## config.mk

```make
export PLATFORM = sky130hd
export DESIGN_NAME = sha256_counter_keystream_xor
export DESIGN_NICKNAME = d
export VERILOG_FILES = /design/src/design/skx_pkg.sv /design/src/design/sha256_counter_keystream_xor.sv /design/src/design/skx_ctrl.sv /design/src/design/skx_core.sv
export VERILOG_INCLUDE_DIRS = /design/src /design/src/design
export SDC_FILE = /design/constraint.sdc
export NUM_CORES = 2
export LEC_CHECK = 0
export ABC_AREA = 1
export BUFFER_PORTS_ARGS = -buffer_cell sky130_fd_sc_hd__buf_2
export CAP_MARGIN = 20
export CELL_PAD_IN_SITES_DETAIL_PLACEMENT = 1
export CELL_PAD_IN_SITES_GLOBAL_PLACEMENT = 1
export CORE_ASPECT_RATIO = 1.5
export CORE_MARGIN = 2
export CORE_UTILIZATION = 49
export CTS_CLUSTER_SIZE = 30
export DETAILED_ROUTE_END_ITERATION = 8
export PLACE_DENSITY_LB_ADDON = 0.1
export SLEW_MARGIN = 15
export SYNTH_ARGS = -nofsm -noshare
export SYNTH_HDL_FRONTEND = slang
export SYNTH_SLANG_ARGS = --single-unit
```

## constraint.sdc

```tcl
create_clock -name clk -period 15.9 [get_ports clk]
set_input_delay 0.795 -clock clk [delete_from_list [all_inputs] [get_ports clk]]
set_output_delay 0.795 -clock clk [all_outputs]
set_load 0.01 [all_outputs]
```

## src/design/assert_macros.svh

```systemverilog
// Assertion macros for the design.
`ifndef ASSERT_MACROS_SVH
`define ASSERT_MACROS_SVH
`ifndef NO_ASSERTIONS
`define ASSERT_IMPL(label, clk, rst, ante, cons) \
  label: assert property (@(posedge clk) disable iff (rst) (ante) |-> (cons)) \
    else $error("assertion failed");
`define ASSERT_NEXT(label, clk, rst, ante, cons) \
  label: assert property (@(posedge clk) disable iff (rst) (ante) |=> (cons)) \
    else $error("assertion failed");
`else
`define ASSERT_IMPL(label, clk, rst, ante, cons)
`define ASSERT_NEXT(label, clk, rst, ante, cons)
`endif
`endif

```

## src/design/skx_pkg.sv

```systemverilog
package skx_pkg;
  localparam int SeedWidth = 64;
  localparam int CountWidth = 64;

  typedef struct packed {
    logic start;
    logic step;
    logic finish;
  } cmd_t;

  typedef struct packed {
    logic round_last;
  } stat_t;

  localparam logic [255:0] InitHash = {
    32'h6a09e667, 32'hbb67ae85, 32'h3c6ef372, 32'ha54ff53a,
    32'h510e527f, 32'h9b05688c, 32'h1f83d9ab, 32'h5be0cd19};

  function automatic logic [31:0] round_k(input logic [5:0] i);
    logic [31:0] k;
    case (i)
      6'd0: k = 32'h428a2f98; 6'd1: k = 32'h71374491; 6'd2: k = 32'hb5c0fbcf;
      6'd3: k = 32'he9b5dba5; 6'd4: k = 32'h3956c25b; 6'd5: k = 32'h59f111f1;
      6'd6: k = 32'h923f82a4; 6'd7: k = 32'hab1c5ed5; 6'd8: k = 32'hd807aa98;
      6'd9: k = 32'h12835b01; 6'd10: k = 32'h243185be; 6'd11: k = 32'h550c7dc3;
      6'd12: k = 32'h72be5d74; 6'd13: k = 32'h80deb1fe; 6'd14: k = 32'h9bdc06a7;
      6'd15: k = 32'hc19bf174; 6'd16: k = 32'he49b69c1; 6'd17: k = 32'hefbe4786;
      6'd18: k = 32'h0fc19dc6; 6'd19: k = 32'h240ca1cc; 6'd20: k = 32'h2de92c6f;
      6'd21: k = 32'h4a7484aa; 6'd22: k = 32'h5cb0a9dc; 6'd23: k = 32'h76f988da;
      6'd24: k = 32'h983e5152; 6'd25: k = 32'ha831c66d; 6'd26: k = 32'hb00327c8;
      6'd27: k = 32'hbf597fc7; 6'd28: k = 32'hc6e00bf3; 6'd29: k = 32'hd5a79147;
      6'd30: k = 32'h06ca6351; 6'd31: k = 32'h14292967; 6'd32: k = 32'h27b70a85;
      6'd33: k = 32'h2e1b2138; 6'd34: k = 32'h4d2c6dfc; 6'd35: k = 32'h53380d13;
      6'd36: k = 32'h650a7354; 6'd37: k = 32'h766a0abb; 6'd38: k = 32'h81c2c92e;
      6'd39: k = 32'h92722c85; 6'd40: k = 32'ha2bfe8a1; 6'd41: k = 32'ha81a664b;
      6'd42: k = 32'hc24b8b70; 6'd43: k = 32'hc76c51a3; 6'd44: k = 32'hd192e819;
      6'd45: k = 32'hd6990624; 6'd46: k = 32'hf40e3585; 6'd47: k = 32'h106aa070;
      6'd48: k = 32'h19a4c116; 6'd49: k = 32'h1e376c08; 6'd50: k = 32'h2748774c;
      6'd51: k = 32'h34b0bcb5; 6'd52: k = 32'h391c0cb3; 6'd53: k = 32'h4ed8aa4a;
      6'd54: k = 32'h5b9cca4f; 6'd55: k = 32'h682e6ff3; 6'd56: k = 32'h748f82ee;
      6'd57: k = 32'h78a5636f; 6'd58: k = 32'h84c87814; 6'd59: k = 32'h8cc70208;
      6'd60: k = 32'h90befffa; 6'd61: k = 32'ha4506ceb; 6'd62: k = 32'hbef9a3f7;
      default: k = 32'hc67178f2;
    endcase
    return k;
  endfunction

  function automatic logic [31:0] le_word(input logic [31:0] v);
    return {v[7:0], v[15:8], v[23:16], v[31:24]};
  endfunction
endpackage

```

## src/design/sha256_counter_keystream_xor.sv

```systemverilog
// Channel  | Beat                  | tdata          | tuser
// s_axis   | message byte in       | [7:0] data_byte | -  (tlast = last_in_message)
// m_axis   | combined byte out     | [7:0] out_byte  | -  (tlast = out_last)
// cfg      | stream_seed write     | cfg_wdata[63:0]
// A byte whose keystream block is ready is accepted at once into the output register.
// The first byte of each 32-byte block waits for one compression: a start, 64 rounds
// and the digest update, after which it is accepted.
// Reset clears seed, counter, position and the ready flag; the digest is not cleared.
// A full output register holds s_axis_tready low until m_axis takes the beat.
`include "assert_macros.svh"
module sha256_counter_keystream_xor (
  input  logic                          clk,
  input  logic                          rst,
  input  logic                          cfg_we,
  input  logic [skx_pkg::SeedWidth-1:0] cfg_wdata,
  input  logic                          s_axis_tvalid,
  output logic                          s_axis_tready,
  input  logic [7:0]                    s_axis_tdata,   // [7:0] data_byte
  input  logic                          s_axis_tlast,
  output logic                          m_axis_tvalid,
  input  logic                          m_axis_tready,
  output logic [7:0]                    m_axis_tdata,   // [7:0] out_byte
  output logic                          m_axis_tlast
);
  logic [skx_pkg::SeedWidth-1:0]  seed;
  logic [skx_pkg::CountWidth-1:0] counter;
  logic [4:0]                     pos;
  logic                           ready;
  logic [255:0]                   digest;
  skx_pkg::cmd_t                  cmd;
  skx_pkg::stat_t                 stat;
  logic                           busy, need, take;
  logic [7:0]                     ks;

  // Request a block only while a byte waits and the core is free.
  assign need = s_axis_tvalid && !ready && !busy;
  assign s_axis_tready = ready && !busy && (!m_axis_tvalid || m_axis_tready);
  assign take = s_axis_tvalid && s_axis_tready;
  assign ks = digest[8'd255 - {pos, 3'b000} -: 8];

  skx_ctrl u_ctrl (.clk(clk), .rst(rst), .need(need), .stat(stat), .cmd(cmd), .busy(busy));
  skx_core u_core (
    .clk(clk), .rst(rst), .cmd(cmd), .seed(seed), .counter(counter),
    .stat(stat), .digest(digest));

  always_ff @(posedge clk) begin
    if (rst) begin
      seed <= '0;
      counter <= '0;
      pos <= '0;
      ready <= 1'b0;
      m_axis_tvalid <= 1'b0;
    end else begin
      if (m_axis_tready) m_axis_tvalid <= 1'b0;
      if (cmd.finish) ready <= 1'b1;
      if (take) begin
        m_axis_tvalid <= 1'b1;
        if (s_axis_tlast) begin
          // message end: restart at block zero
          counter <= '0;
          pos <= '0;
          ready <= 1'b0;
        end else begin
          pos <= pos + 5'd1;
          if (pos == 5'd31) begin
            counter <= counter + {{(skx_pkg::CountWidth-1){1'b0}}, 1'b1};
            ready <= 1'b0;
          end
        end
      end
      if (cfg_we) begin
        seed <= cfg_wdata;
        ready <= 1'b0;
      end
    end
  end

  always_ff @(posedge clk) begin
    if (take) begin
      m_axis_tdata <= s_axis_tdata ^ ks;
      m_axis_tlast <= s_axis_tlast;
    end
  end

  `ASSERT_IMPL(a_no_take_busy, clk, rst, busy, !s_axis_tready)
  `ASSERT_NEXT(a_take_valid, clk, rst, take, m_axis_tvalid)
  `ASSERT_NEXT(a_last_restart, clk, rst, take && s_axis_tlast, pos == 5'd0 && !ready)
endmodule

```

## src/design/skx_ctrl.sv

```systemverilog
module skx_ctrl (
  input  logic           clk,
  input  logic           rst,
  input  logic           need,
  input  skx_pkg::stat_t stat,
  output skx_pkg::cmd_t  cmd,
  output logic           busy
);
  typedef enum logic [1:0] {IDLE, RUN, DONE} state_t;
  state_t state;

  always_comb begin
    cmd.start = (state == IDLE) && need;
    cmd.step = (state == RUN);
    cmd.finish = (state == DONE);
    busy = (state != IDLE);
  end

  always_ff @(posedge clk) begin
    if (rst) begin
      state <= IDLE;
    end else begin
      case (state)
        IDLE: if (need) state <= RUN;
        RUN: if (stat.round_last) state <= DONE;
        DONE: state <= IDLE;
        default: state <= IDLE;
      endcase
    end
  end
endmodule

```

## src/design/skx_core.sv

```systemverilog
module skx_core (
  input  logic                           clk,
  input  logic                           rst,
  input  skx_pkg::cmd_t                  cmd,
  input  logic [skx_pkg::SeedWidth-1:0]  seed,
  input  logic [skx_pkg::CountWidth-1:0] counter,
  output skx_pkg::stat_t                 stat,
  output logic [255:0]                   digest
);
  logic [31:0] w [16];
  logic [31:0] a, b, c, d, e, f, g, h;
  logic [5:0]  rnd;
  logic [31:0] s0, s1, wn, t1, t2;

  always_comb begin
    s0 = {w[1][6:0], w[1][31:7]} ^ {w[1][17:0], w[1][31:18]} ^ (w[1] >> 3);
    s1 = {w[14][16:0], w[14][31:17]} ^ {w[14][18:0], w[14][31:19]} ^ (w[14] >> 10);
    wn = s1 + w[9] + s0 + w[0];
    t1 = h + ({e[5:0], e[31:6]} ^ {e[10:0], e[31:11]} ^ {e[24:0], e[31:25]})
         + ((e & f) ^ (~e & g)) + skx_pkg::round_k(rnd) + w[0];
    t2 = ({a[1:0], a[31:2]} ^ {a[12:0], a[31:13]} ^ {a[21:0], a[31:22]})
         + ((a & b) ^ (a & c) ^ (b & c));
    stat.round_last = (rnd == 6'd63);
  end

  always_ff @(posedge clk) begin
    if (rst) begin
      rnd <= '0;
    end else if (cmd.start) begin
      rnd <= '0;
    end else if (cmd.step) begin
      rnd <= rnd + 6'd1;
    end
  end

  always_ff @(posedge clk) begin
    if (cmd.start) begin
      w[0] <= skx_pkg::le_word(seed[31:0]);
      w[1] <= skx_pkg::le_word(seed[63:32]);
      w[2] <= skx_pkg::le_word(counter[31:0]);
      w[3] <= skx_pkg::le_word(counter[63:32]);
      w[4] <= 32'h80000000;
      for (int i = 5; i < 15; i++) w[i] <= '0;
      w[15] <= 32'd128;
      {a, b, c, d, e, f, g, h} <= skx_pkg::InitHash;
    end else if (cmd.step) begin
      for (int i = 0; i < 15; i++) w[i] <= w[i+1];
      w[15] <= wn;
      h <= g; g <= f; f <= e; e <= d + t1;
      d <= c; c <= b; b <= a; a <= t1 + t2;
    end
    if (cmd.finish) begin
      digest <= {a + skx_pkg::InitHash[255:224], b + skx_pkg::InitHash[223:192],
                 c + skx_pkg::InitHash[191:160], d + skx_pkg::InitHash[159:128],
                 e + skx_pkg::InitHash[127:96],  f + skx_pkg::InitHash[95:64],
                 g + skx_pkg::InitHash[63:32],   h + skx_pkg::InitHash[31:0]};
    end
  end
endmodule

```

==> results.ini <==
[global_routing]
first_global_vias=69086
grt_antenna_before_repair=19
grt-ovfl-total=0
grt_pass1_wl_microns=515000
grt_max_degree=193
track_usage=0.501

[job]
maxCapViolations=0

[setup_path]
path_class=register to register
arrival_ps=9510
path_max_fanout=12
start_kind=register
reg2reg_from=u_core.e[13]$_SDFFE_PP0P_
rrSetupSlack_ps=7090
cp.required_ps=16590
endpoint_kind=register
crit-reg2reg-capture=u_core.a[24]$_SDFFE_PP0P_
ff2ff_path_depth=25

[place]
hpwl_microns=260000
dp.cells=10022
numPortBuffers=88
place_congestion=1.14
place_area_sq_mm=0.0719

[routing]
route.detailed.drc=0
postRouteWirelength_microns=365000
ant_nets=0
vias=65241
dr.pass1.iters=7
wire_per_inst_microns=35.5
via_per_inst=6.35
drt_iter0_markers=7044

[synth]
synthCells=8310
ys_seq_area_frac=0.458
synth_cell_type_count=62
avgSynthCellArea_sq_um=8.39
ys_warn_count=0
synth_seq_cells=1208
synthesis.nets=8727
syn-cell-area_sq_mm=0.0697

[cts]
cts.sinks=1208
cts_buffers=115
cts_tree=yes
post_cts_buffers=0
cts_max_level=3
hold_buffers=0
clk_pin_slew_ps=70
cts_resized=0
cts-root-buf=clkbuf_16
worst_skew_pair.late_latency_ps=880
clockBufferDepth=3

[sta]
rsz0062_at_grt=false
hold_viol=0
setup_tns_ps=0
slew_headroom=0.139
tightest_slew_ps=1290
fmax_mhz=113
slew_viol_final=0
min_period_ps=8810
skew_ps=88.7
min_period_over_period=0.554
setup_viol=0
whs_ps=177

[cells_and_area]
nets=8689
stdcell_count=10274
fin_area_sq_mm=0.0763
drive_gt1_frac=0.0559
syn_to_final_growth_pct=9.47

[hold_path]
whs_path_depth=3
hold_end=seed[21]$_SDFFE_PP0P_
worstHoldStart=cfg_wdata[21]
hold_class=primary input to register

[floorplanning]
rows=169
fp.dieArea_sq_mm=0.145
initial_core_util=0.494
core_sq_mm=0.141
io_pins=89
fp.dieH_microns=466
fp.dieW_microns=312

[outcome]
status=finished, final reports clean

worst max-delay path: stages, from the launching register on:
cell,delay (ps)
dfxtp_1,900
o21ai_0,230
fa_1,530
inv_1,50
fa_1,480
inv_1,50
fa_1,520
inv_1,60
ha_1,400
nand2_1,140
nor2_1,300
nand3_1,110
o21ai_0,590
a21oi_1,250
xnor2_1,920
fa_1,580
ha_1,390
nand2_1,140
nor3_1,780
nand4_1,420
nand3_1,320
nand2_1,120
nand3_1,90
nand3_1,80
o211ai_1,120
inv_1,60
layout make-up:
type	count	area, sq um
Antenna cell	19	47.5
Clock buffer	157	3310
Clock inverter	62	825
Fill cell	16631	64900
Inverter	1292	4860
Multi-Input combinational cell	5457	31600
Sequential cell	1208	32000
Tap cell	1881	2350
Timing Repair Buffer	198	1360
flip-flops by register name (all words and copies together) (netlist names), 8 cells and up, named ones only:
signal         flops
u_core.f          32
u_core.c          32
counter           64
m_axis_tdata       8
u_core.h          32
u_core.digest    256
u_core.g          32
u_core.e          32
u_core.b          32
u_core.w         512
u_core.a          32
u_core.d          32
seed              64
cells by family (layout without fill, tap and decap cells):
logic type                 Yosys count  after routing  share of synthesized area
other                                0             19                          0
adders and majority gates          340            340                     0.0811
and+or+nand+nor                   2941           2941                      0.174
AOI/OAI and AO/OA                 1633           1633                      0.128
buffers and inverters             1645           1709                     0.0898
xor gates and xnor gates           543            543                     0.0684
DFF                               1208           1208                      0.458
metrics by stage:
stage	util	worst slack (ps)
floorplan	-	2480
global placement	0.509	7460
detailed placement	0.509	7500
CTS	0.539	7410
global route	0.540	6900
finish	0.540	7090
worst max-delay path by stage:
stage          slack [ps]                         start                        end  cells past startpoint
2_1_floorplan        2480  u_ctrl.state[1]$_SDFFE_PP0P_   u_core.w[0][0]$_DFFE_PP_                      6
5_1_grt              6900     u_core.e[13]$_SDFFE_PP0P_  u_core.a[24]$_SDFFE_PP0P_                     25
3_5_place_dp         7500     u_core.e[12]$_SDFFE_PP1P_  u_core.a[24]$_SDFFE_PP0P_                     25
4_1_cts              7410     u_core.e[13]$_SDFFE_PP0P_  u_core.a[24]$_SDFFE_PP0P_                     25
3_3_place_gp         7460     u_core.e[12]$_SDFFE_PP1P_  u_core.a[24]$_SDFFE_PP0P_                     25
6_report             7090     u_core.e[13]$_SDFFE_PP0P_  u_core.a[24]$_SDFFE_PP0P_                     25
layout by cell type, fill, tap and decap left out, types with 19 or more instances in the layout:
master,netlist,routed
a21o_1,19,19
a21oi_1,550,544
a31oi_1,32,31
buf_2,47,88
buf_4,7,97
clkbuf_1,261,20
clkbuf_16,0,120
clkinv_2,0,20
dfxtp_1,431,428
diode_2,0,19
edfxtp_1,777,777
fa_1,187,187
ha_1,152,152
inv_1,1275,1273
nand2_1,1275,1274
nand3_1,334,334
nand4_1,109,109
nor2_1,1055,1052
nor3_1,94,94
nor4_1,28,28
o211ai_1,84,84
o21ai_0,739,725
o21ai_1,32,41
o21bai_1,22,22
o221ai_1,34,34
o22ai_1,48,47
xnor2_1,166,164
xor2_1,375,375
metal layers:
metal | vias up | wire length [microns] | global-route usage
met5 | - | 99 | 0.00494
met4 | 14 | 56700 | 0.606
met3 | 2118 | 31300 | 0.159
met2 | 4234 | 172000 | 0.828
met1 | 31805 | 105000 | 0.445
li1 | 27070 | - | -
Yosys cell counts, drive strengths merged:
| cell | count | share of area |
|---|---|---|
| o221ai | 34 | 0.0043 |
| and2 | 3 | 0.00027 |
| buf | 91 | 0.0061 |
| a31oi | 32 | 0.0029 |
| or2 | 5 | 0.00045 |
| a21boi | 8 | 0.00086 |
| o211ai | 84 | 0.0090 |
| clkbuf | 262 | 0.014 |
| o311ai | 2 | 0.00025 |
| a221oi | 2 | 0.00025 |
| and3 | 1 | 0.000090 |
| a31o | 2 | 0.00025 |
| nor4 | 28 | 0.0025 |
| a211oi | 11 | 0.0012 |
| a21oi | 552 | 0.040 |
| o22ai | 48 | 0.0043 |
| dfxtp | 431 | 0.12 |
| xor2 | 376 | 0.047 |
| o31ai | 9 | 0.00097 |
| nor3b | 2 | 0.00022 |
| nand2 | 1288 | 0.070 |
| a22oi | 4 | 0.00043 |
| nand4 | 110 | 0.010 |
| o2111a | 1 | 0.00016 |
| nor3 | 96 | 0.0072 |
| nand3b | 3 | 0.00032 |
| o21ai | 773 | 0.056 |
| ha | 152 | 0.027 |
| fa | 187 | 0.054 |
| nor2 | 1070 | 0.059 |
| clkinv | 6 | 0.00032 |
| inv | 1286 | 0.069 |
| a21o | 19 | 0.0020 |
| edfxtp | 777 | 0.33 |
| a41oi | 2 | 0.00025 |
| nand3 | 334 | 0.024 |
| o221a | 1 | 0.00016 |
| o21bai | 22 | 0.0024 |
| nand2b | 1 | 0.000090 |
| o2111ai | 9 | 0.0011 |
| maj3 | 1 | 0.00014 |
| xnor2 | 167 | 0.021 |
| o21a | 18 | 0.0019 |
Power is not shown: default switching activity piles up to over one toggle a cycle in this logic, so the estimate is an artifact.
